`src/rtl/ypcb_pkg.sv`:
```
`timescale 1ns / 1ps
// ypcb_pkg: shared constants, types and rounding helpers for the camera basis block
// used by ypcb_lane, ypcb_merge and yaw_pitch_camera_basis; depends on nothing

package ypcb_pkg;

    // number formats
    localparam int ANGLE_FRAC_BITS = 7;
    localparam int VEC_FRAC_BITS   = 14;
    localparam int ANGLE_W         = 17;
    localparam int FIELD_W         = 16;
    localparam int VEC_W           = VEC_FRAC_BITS + 2;

    // cordic datapath
    localparam int CORDIC_ITERS = 24;
    localparam int CORDIC_ZFRAC = 24;
    localparam int CORDIC_XFRAC = 30;
    localparam int CW           = 32;
    localparam logic signed [CW-1:0] CORDIC_GAIN_Q30 = 32'sd652032874;

    // arctangent of 2^-i in Q24 degrees
    localparam logic signed [CW-1:0] ATAN_DEG_Q24 [CORDIC_ITERS] = '{
        32'sd754974720, 32'sd445687602, 32'sd235489088, 32'sd119537938,
        32'sd60000934,  32'sd30029717,  32'sd15018523,  32'sd7509720,
        32'sd3754917,   32'sd1877466,   32'sd938734,    32'sd469367,
        32'sd234684,    32'sd117342,    32'sd58671,     32'sd29335,
        32'sd14668,     32'sd7334,      32'sd3667,      32'sd1833,
        32'sd917,       32'sd458,       32'sd229,       32'sd115
    };

    // angle reduction
    localparam int FULL_TURN    = 360 << ANGLE_FRAC_BITS;
    localparam int QUARTER_TURN = 90 << ANGLE_FRAC_BITS;
    localparam int IN_SPAN      = 1 << (ANGLE_W - 1);
    localparam int OFS_TURNS    = (IN_SPAN + FULL_TURN - 1) / FULL_TURN;
    localparam int MAX_TURNS    = (IN_SPAN - 1 + OFS_TURNS * FULL_TURN) / FULL_TURN;
    localparam int SHIFT_W      = $clog2(IN_SPAN + OFS_TURNS * FULL_TURN);
    localparam int TURN_W       = $clog2(FULL_TURN);
    localparam int QTR_W        = $clog2(QUARTER_TURN);
    localparam int QUAD_W       = 2;

    // quadrant codes
    localparam logic [QUAD_W-1:0] QUAD_0 = 2'd0;
    localparam logic [QUAD_W-1:0] QUAD_1 = 2'd1;
    localparam logic [QUAD_W-1:0] QUAD_2 = 2'd2;
    localparam logic [QUAD_W-1:0] QUAD_3 = 2'd3;

    // rounding shifts
    localparam int CORDIC_SH  = CORDIC_XFRAC - VEC_FRAC_BITS;
    localparam int CORDIC_RND = (CORDIC_SH == 0) ? 0 : (1 << (CORDIC_SH - 1));
    localparam int PROD_W     = 2 * VEC_W;
    localparam int PROD_RND   = 1 << (VEC_FRAC_BITS - 1);

    typedef logic signed [VEC_W-1:0]  t_vec;
    typedef logic signed [PROD_W-1:0] t_prod;

    localparam t_vec VEC_ONE = t_vec'(1) <<< VEC_FRAC_BITS;

    // sine and cosine of one angle
    typedef struct packed {
        logic valid;
        logic degen;
        t_vec sin_v;
        t_vec cos_v;
    } t_sincos;

    // merged basis, right y is always zero and not carried
    typedef struct packed {
        logic valid;
        logic degen;
        t_vec front_x;
        t_vec front_y;
        t_vec front_z;
        t_vec right_x;
        t_vec right_z;
        t_vec up_x;
        t_vec up_y;
        t_vec up_z;
    } t_basis;

    // cordic q30 to vector format, round half up then clamp to unit
    function automatic t_vec f_round_cordic(input logic signed [CW-1:0] x);
        logic signed [CW:0] w;
        w = ((CW+1)'(x) + (CW+1)'(CORDIC_RND)) >>> CORDIC_SH;
        if (w > (CW+1)'(VEC_ONE)) begin
            w = (CW+1)'(VEC_ONE);
        end else if (w < -((CW+1)'(VEC_ONE))) begin
            w = -((CW+1)'(VEC_ONE));
        end
        return t_vec'(w);
    endfunction

    // product back to vector format, round half up then clamp to unit
    function automatic t_vec f_round_prod(input t_prod p);
        t_prod w;
        w = (p + t_prod'(PROD_RND)) >>> VEC_FRAC_BITS;
        if (w > t_prod'(VEC_ONE)) begin
            w = t_prod'(VEC_ONE);
        end else if (w < -(t_prod'(VEC_ONE))) begin
            w = -(t_prod'(VEC_ONE));
        end
        return t_vec'(w);
    endfunction

endpackage

```
`src/rtl/ypcb_merge.sv`:
```
`timescale 1ns / 1ps
// ypcb_merge: combines yaw and pitch lanes into front, right and up vectors
// depends on ypcb_pkg

module ypcb_merge
    import ypcb_pkg::*;
(
    input  logic    i_clk,
    input  logic    i_rst_n,
    input  t_sincos i_yaw,
    input  t_sincos i_pitch,
    output t_basis  o_basis
);

    // products, registered raw
    logic  r_valid;
    logic  r_degen;
    t_vec  r_sy;
    t_vec  r_cy;
    t_vec  r_sp;
    t_vec  r_cp;
    t_prod r_cycp;
    t_prod r_sycp;
    t_prod r_cysp;
    t_prod r_sysp;

    always_ff @(posedge i_clk) begin
        if (!i_rst_n) begin
            r_valid <= 1'b0;
        end else begin
            r_valid <= i_yaw.valid;
        end
        r_degen <= i_pitch.degen;
        r_sy    <= i_yaw.sin_v;
        r_cy    <= i_yaw.cos_v;
        r_sp    <= i_pitch.sin_v;
        r_cp    <= i_pitch.cos_v;
        r_cycp  <= t_prod'(i_yaw.cos_v) * t_prod'(i_pitch.cos_v);
        r_sycp  <= t_prod'(i_yaw.sin_v) * t_prod'(i_pitch.cos_v);
        r_cysp  <= t_prod'(i_yaw.cos_v) * t_prod'(i_pitch.sin_v);
        r_sysp  <= t_prod'(i_yaw.sin_v) * t_prod'(i_pitch.sin_v);
    end

    // rounding, sign flip past the pole, degenerate blanking
    t_basis n_basis;
    t_basis r_basis;

    always_comb begin
        n_basis.valid   = r_valid;
        n_basis.degen   = r_degen;
        n_basis.front_x = f_round_prod(r_cycp);
        n_basis.front_y = r_sp;
        n_basis.front_z = f_round_prod(r_sycp);
        n_basis.right_x = -r_sy;
        n_basis.right_z = r_cy;
        n_basis.up_x    = -f_round_prod(r_cysp);
        n_basis.up_y    = r_cp;
        n_basis.up_z    = -f_round_prod(r_sysp);
        if (r_cp[VEC_W-1]) begin
            n_basis.right_x = -n_basis.right_x;
            n_basis.right_z = -n_basis.right_z;
            n_basis.up_x    = -n_basis.up_x;
            n_basis.up_y    = -n_basis.up_y;
            n_basis.up_z    = -n_basis.up_z;
        end
        if (r_degen) begin
            n_basis.right_x = '0;
            n_basis.right_z = '0;
            n_basis.up_x    = '0;
            n_basis.up_y    = '0;
            n_basis.up_z    = '0;
        end
    end

    always_ff @(posedge i_clk) begin
        if (!i_rst_n) begin
            r_basis.valid <= 1'b0;
        end else begin
            r_basis.valid <= n_basis.valid;
        end
        r_basis.degen   <= n_basis.degen;
        r_basis.front_x <= n_basis.front_x;
        r_basis.front_y <= n_basis.front_y;
        r_basis.front_z <= n_basis.front_z;
        r_basis.right_x <= n_basis.right_x;
        r_basis.right_z <= n_basis.right_z;
        r_basis.up_x    <= n_basis.up_x;
        r_basis.up_y    <= n_basis.up_y;
        r_basis.up_z    <= n_basis.up_z;
    end

    assign o_basis = r_basis;

endmodule

```
`config.mk`:
```
export PLATFORM = sky130hd
export DESIGN_NAME = ypcb_merge
export DESIGN_NICKNAME = d
export VERILOG_FILES = /design/src/rtl/ypcb_pkg.sv /design/src/rtl/ypcb_merge.sv
export SDC_FILE = /design/constraint.sdc
export NUM_CORES = 2
export LEC_CHECK = 0
export ABC_AREA = 1
export BUFFER_PORTS_ARGS = -buffer_cell sky130_fd_sc_hd__buf_2
export CAP_MARGIN = 20
export CORE_ASPECT_RATIO = 1.75
export CORE_MARGIN = 5
export CORE_UTILIZATION = 45
export DETAILED_ROUTE_END_ITERATION = 6
export GPL_TIMING_DRIVEN = 0
export PLACE_DENSITY = 0.61
export SLEW_MARGIN = 20
export SYNTH_ARGS = -nofsm -noshare
export SYNTH_HDL_FRONTEND = slang
export SYNTH_SLANG_ARGS = --single-unit
```
`constraint.sdc`:
```
create_clock -name i_clk -period 8.4 [get_ports i_clk]
set_input_delay 1.68 -clock i_clk [delete_from_list [all_inputs] [get_ports i_clk]]
set_output_delay 1.68 -clock i_clk [all_outputs]
set_load 0.05 [all_outputs]
```
## Word level (Yosys, flattened, before mapping)

Cells that the tools add are included.

| word-level totals | value |
|---|---|
| flip-flop bits (word level) | 324 |
| input port bits | 70 |
| output and inout bits | 130 |
| logic and storage cells | 58 |

| operators by class | value |
|---|---|
| add/subtract/negate cells | 12 |
| multiply operators | 4 |
| $lt $le $gt $ge | 8 |
| mux-type cells | 7 |
| bitwise logic cells | 1 |
| reduce and logical (&&, ||, !) cells | 3 |

Operators by type and width:

| cell | number |
|---|---|
| 32-bit by 15-bit adder with 32-bit output, second input constant | 4 |
| 16-bit by 16-bit multiplier with 32-bit output | 4 |
| 16-bit negator | 8 |
| 16-bit two-way mux | 6 |
| 80-bit two-way mux | 1 |
| 18-bit by 16-bit greater-than comparator with 1-bit output, second input constant | 4 |
| 18-bit by 15-bit less-than comparator with 1-bit output, second input constant | 4 |
| 2-bit OR reduction | 3 |
| 1-bit inverter | 1 |

## Logic depth before layout (Yosys ltp)

| depth | value |
|---|---|
| word-level depth | 7 |
| mapped depth | 30 |

## Least setup slack after synthesis

OpenSTA, ideal clock, no wires.

| path | value |
|---|---|
| path kind | input to register |
| start point | in i_pitch[1] in the netlist's numbering |
| end point | reg r_cycp[30] |
| setup time | 0.072 ns |
| data arrival time | 7.335 ns |
| required time | 8.328 ns |
| path slack | 0.993 ns |
| stages | 28 |
| path buffers | 2 |
| path through | clkbuf_1 > buf_1 > nand2_1 > fa_1 > fa_1 > inv_1 > fa_1 > inv_1 > fa_1 > inv_1 > fa_1 > inv_1 > fa_1 > inv_1 > ha_1 > nand2_1 > nor2_1 > nand4_1 > nor3_1 > o21ai_0 > nand2_1 > a21o_1 > nand2_1 > o211ai_1 > nand3_1 > and2_1 > o31ai_1 > xor2_1 |

| between the ends | value |
|---|---|
| longest elaborated chain between the ends | 1 |

Ends and longest elaborated chain:

| what | line | RTL |
|---|---|---|
| start, declared | ypcb_merge.sv:11 | `input t_sincos i_pitch,` |
| 16-bit by 16-bit multiplier with 32-bit output | ypcb_merge.sv:38 | `r_cycp <= t_prod'(i_yaw.cos_v) * t_prod'(i_pitch.cos_v);` |
| end signal, assigned | ypcb_merge.sv:38 |  |
| end, declared | ypcb_merge.sv:22 | `t_prod r_cycp;` |

No other way between the ends.
A chain may end at the register's enable or synchronous reset.

## Worst setup path after layout

| path | value |
|---|---|
| start point | in i_yaw[17] in the netlist's numbering |
| end point | reg r_sysp[28] |

| between the ends | value |
|---|---|
| longest elaborated chain between the ends | 1 |

Ends and longest elaborated chain:

| what | line | RTL |
|---|---|---|
| start, declared | ypcb_merge.sv:10 | `input t_sincos i_yaw,` |
| 16-bit by 16-bit multiplier with 32-bit output | ypcb_merge.sv:41 | `r_sysp <= t_prod'(i_yaw.sin_v) * t_prod'(i_pitch.sin_v);` |
| end signal, assigned | ypcb_merge.sv:41 |  |
| end, declared | ypcb_merge.sv:25 | `t_prod r_sysp;` |

No other way between the ends.

==> impl_metrics.py <==
metrics = {
    "clock_network": {
        "htree_levels": 1,
        "clk-insertion-delay-late_ps": 660,
        "clkTransAtPathRegs_ps": 60,
        "post-cts-setup-buffer-count": 0,
        "cts.path.max_buffers": 3,
        "root_buffer": "clkbuf_16",
        "hold_buffers": 0,
        "numCtsBuffers": 30,
        "cts_sinks": 272,
        "cts_tree": "built",
    },
    "floorplanning": {
        "dieArea_sq_mm": 0.118,
        "fp.coreArea_sq_mm": 0.111,
        "die_x_um": 262,
        "start_util_pct": 45.1,
        "io_pins": 200,
        "die_h_um": 452,
        "rows": 162,
    },
    "timing": {
        "setup_tns_ps": 0,
        "maxSlewViolCount": 0,
        "max_freq_mhz": 124,
        "rsz0062_at_grt": "no",
        "finClkSkew_ps": 20.5,
        "tightest_slew_ps": 1230,
        "period_needed_ps": 8080,
        "relSlewSlack_pct": 18.1,
        "setup_slack_ps": 317,
        "period_share_pct": 96.2,
        "report.final.setup_viol": 0,
        "hold_violations": 0,
    },
    "setup_path": {
        "r2r_end": "o_basis[44]$_SDFF_PP0_",
        "worstPathMaxFanout": 10,
        "arrival_ps": 8640,
        "r2r_slack_ps": 4420,
        "reg2regPathDepth": 25,
        "worstPathRequired_ps": 8960,
        "startpoint_type": "primary input",
        "r2r-start": "r_cysp[13]$_DFF_P_",
        "crit_path_end_kind": "flip-flop",
        "worstSetupPathType": "in2reg",
    },
    "synth": {
        "synth_ff_type": "dfxtp_1",
        "synth-edff-count": 0,
        "syn_area_per_cell_sq_um": 8.01,
        "syn_nets": 7698,
        "synthCells": 6259,
        "yosys_warnings": 0,
        "synth-seq-cells": 272,
        "async_reset_ff_share_pct": 0,
        "netlist-cell-type-count": 56,
        "synthesis.area_sq_mm": 0.0501,
        "ys_seq_area_share_pct": 10.9,
    },
    "global_route": {
        "grt_pass1_vias": 44800,
        "overflow": 0,
        "antenna_found_initial": 20,
        "grt_max_degree": 16,
        "grt_pass1_wl_mm": 255,
        "grt.total_usage_pct": 28.5,
    },
    "placed_design": {
        "portBuffers": 197,
        "dp_slack_ps": -859,
        "place_congestion": 0.990,
        "dp_hpwl_mm": 142,
    },
    "status": {
        "status": "complete, no violations",
    },
    "layout": {
        "layout_common_cells": "inv_1 (1801), nand2_1 (1404), fa_1 (1044)",
        "layout_commonest_cell": "inv_1",
        "fin_nets": 7924,
        "drive_gt1_share_pct": 5.67,
        "fill_cells": 11200,
        "area_growth_syn_to_layout_pct": 7.81,
    },
    "detailed_routing": {
        "drt_pass1_iterations": 6,
        "antenna_left": 0,
        "avgViaCountPerCell": 5.17,
        "drc": 0,
        "drt_iter0_drc": 2796,
        "wl_mm": 170,
        "wl_per_cell_um": 21.2,
        "route.vias.total": 41400,
    },
    "worst_hold_path": {
        "min_to": "o_basis[106]$_DFF_P_",
        "min-delay-start": "r_sp[10]$_DFF_P_",
        "min_path_type": "reg2reg",
        "hold_depth": 0,
    },
    "job": {
        "cap_violations": 0,
    },
}
==> per-stage QoR <==
stage                     std cells  hold slack, ps  cell area (sq um)  util (%)
after global placement         7932             310              53000      47.7
final                          7997             327              54100      48.7
after global routing           7985             331              54000      48.6
after detailed placement       7932             312              53000      47.7
after floorplan                6259             310              50100         -
after CTS                      7985             329              54000      48.6
==> what timing repair did <==
action / CTS / global route
hold endpoints to repair: 0 / 0
pin swaps: 0 / 0
setup endpoints to repair: 12 / 4
gates resized for setup: 0 / 3
==> layer usage <==
metal	global-route usage (%)	vias to the layer above	wire length (um)
met2	51.1	1774	85200
met3	5.87	703	13100
met5	0	-	124
met4	21.5	18	16500
met1	29.1	20400	54700
li1	-	18500	-
==> synthesized netlist by cell type (all sizes together), types with 5 or more instances <==
library cell     n  share of area (%)
o211ai           9               0.13
a211oi           6              0.090
ha             325                8.1
nor2           306                2.6
nand2         1432                 11
clkbuf         196                1.5
a31oi            5              0.062
nand3          118                1.2
xnor2           69                1.2
buf             22               0.23
o21bai          19               0.29
and3             5              0.062
nor3b            9               0.13
a21oi          199                2.0
fa            1044                 42
o21a            19               0.28
nor4            10               0.12
a21o             6              0.090
nand4           44               0.57
nand3b           5               0.10
nor3            70               0.70
inv           1811                 14
xor2            91                1.6
dfxtp          272                 11
o21ai          132                1.4
==> worst max-delay path, cell delays in order <==
cell and delay [ps]:
buf_2 110, clkbuf_1 450, buf_1 720, nand2_1 170, fa_1 440, inv_1 80
fa_1 430, ha_1 210, fa_1 480, inv_1 60, fa_1 510, fa_1 500
inv_1 50, ha_1 290, nand2_1 120, o21ai_0 360, nand2_1 90, o211ai_1 120
a21oi_1 170, inv_1 100, a21oi_1 110, o21ai_0 370, nand2_1 150, o21ai_0 340
nand3_1 110, nand2_1 120, a21oi_1 80, xnor2_1 210
==> cell type report <==
cell class	instances	area, sq um	share of cell area (%)
sequential	272	5450	10.1
multi-input combinational	3954	37000	68.5
clock buffer	37	828	1.53
inverter	1815	6810	12.6
timing repair buffer	197	986	1.82
antenna	13	32.5	0.0602
buffer	215	857	1.59
clock inverter	18	219	0.405
tap	1476	1850	3.42
==> flip-flops by register name (all words and copies together), names as in the netlist <==
register,flops
r_sysp,19
r_sy,16
r_sp,16
r_cysp,19
o_basis,130
r_cycp,19
r_cp,16
r_valid,1
r_sycp,19
r_cy,16
r_degen,1
==> cells by family after synthesis <==
| kind of cell | Yosys count | share of synthesized area (%) |
|---|---|---|
| and+or+nand+nor | 2006 | 16.5 |
| DFF | 272 | 10.9 |
| adders and majority gates | 1369 | 49.8 |
| buffers and inverters | 2033 | 15.3 |
| xor gates and xnor gates | 160 | 2.79 |
| AOI/OAI and AO/OA | 419 | 4.81 |
==> worst max-delay path by stage <==
stage	from	endpoint
after global routing	i_yaw[16]	r_sysp[28]$_DFF_P_
after global placement	i_pitch[1]	r_sycp[27]$_DFF_P_
after CTS	i_yaw[13]	r_cysp[28]$_DFF_P_
after floorplan	i_pitch[1]	r_cycp[30]$_DFF_P_
after detailed placement	i_pitch[1]	r_sycp[27]$_DFF_P_
final	i_yaw[17]	r_sysp[28]$_DFF_P_
Power is left out: the tool's default activity adds up to more than one toggle a clock period on the data nets, which glitch-free logic cannot reach.
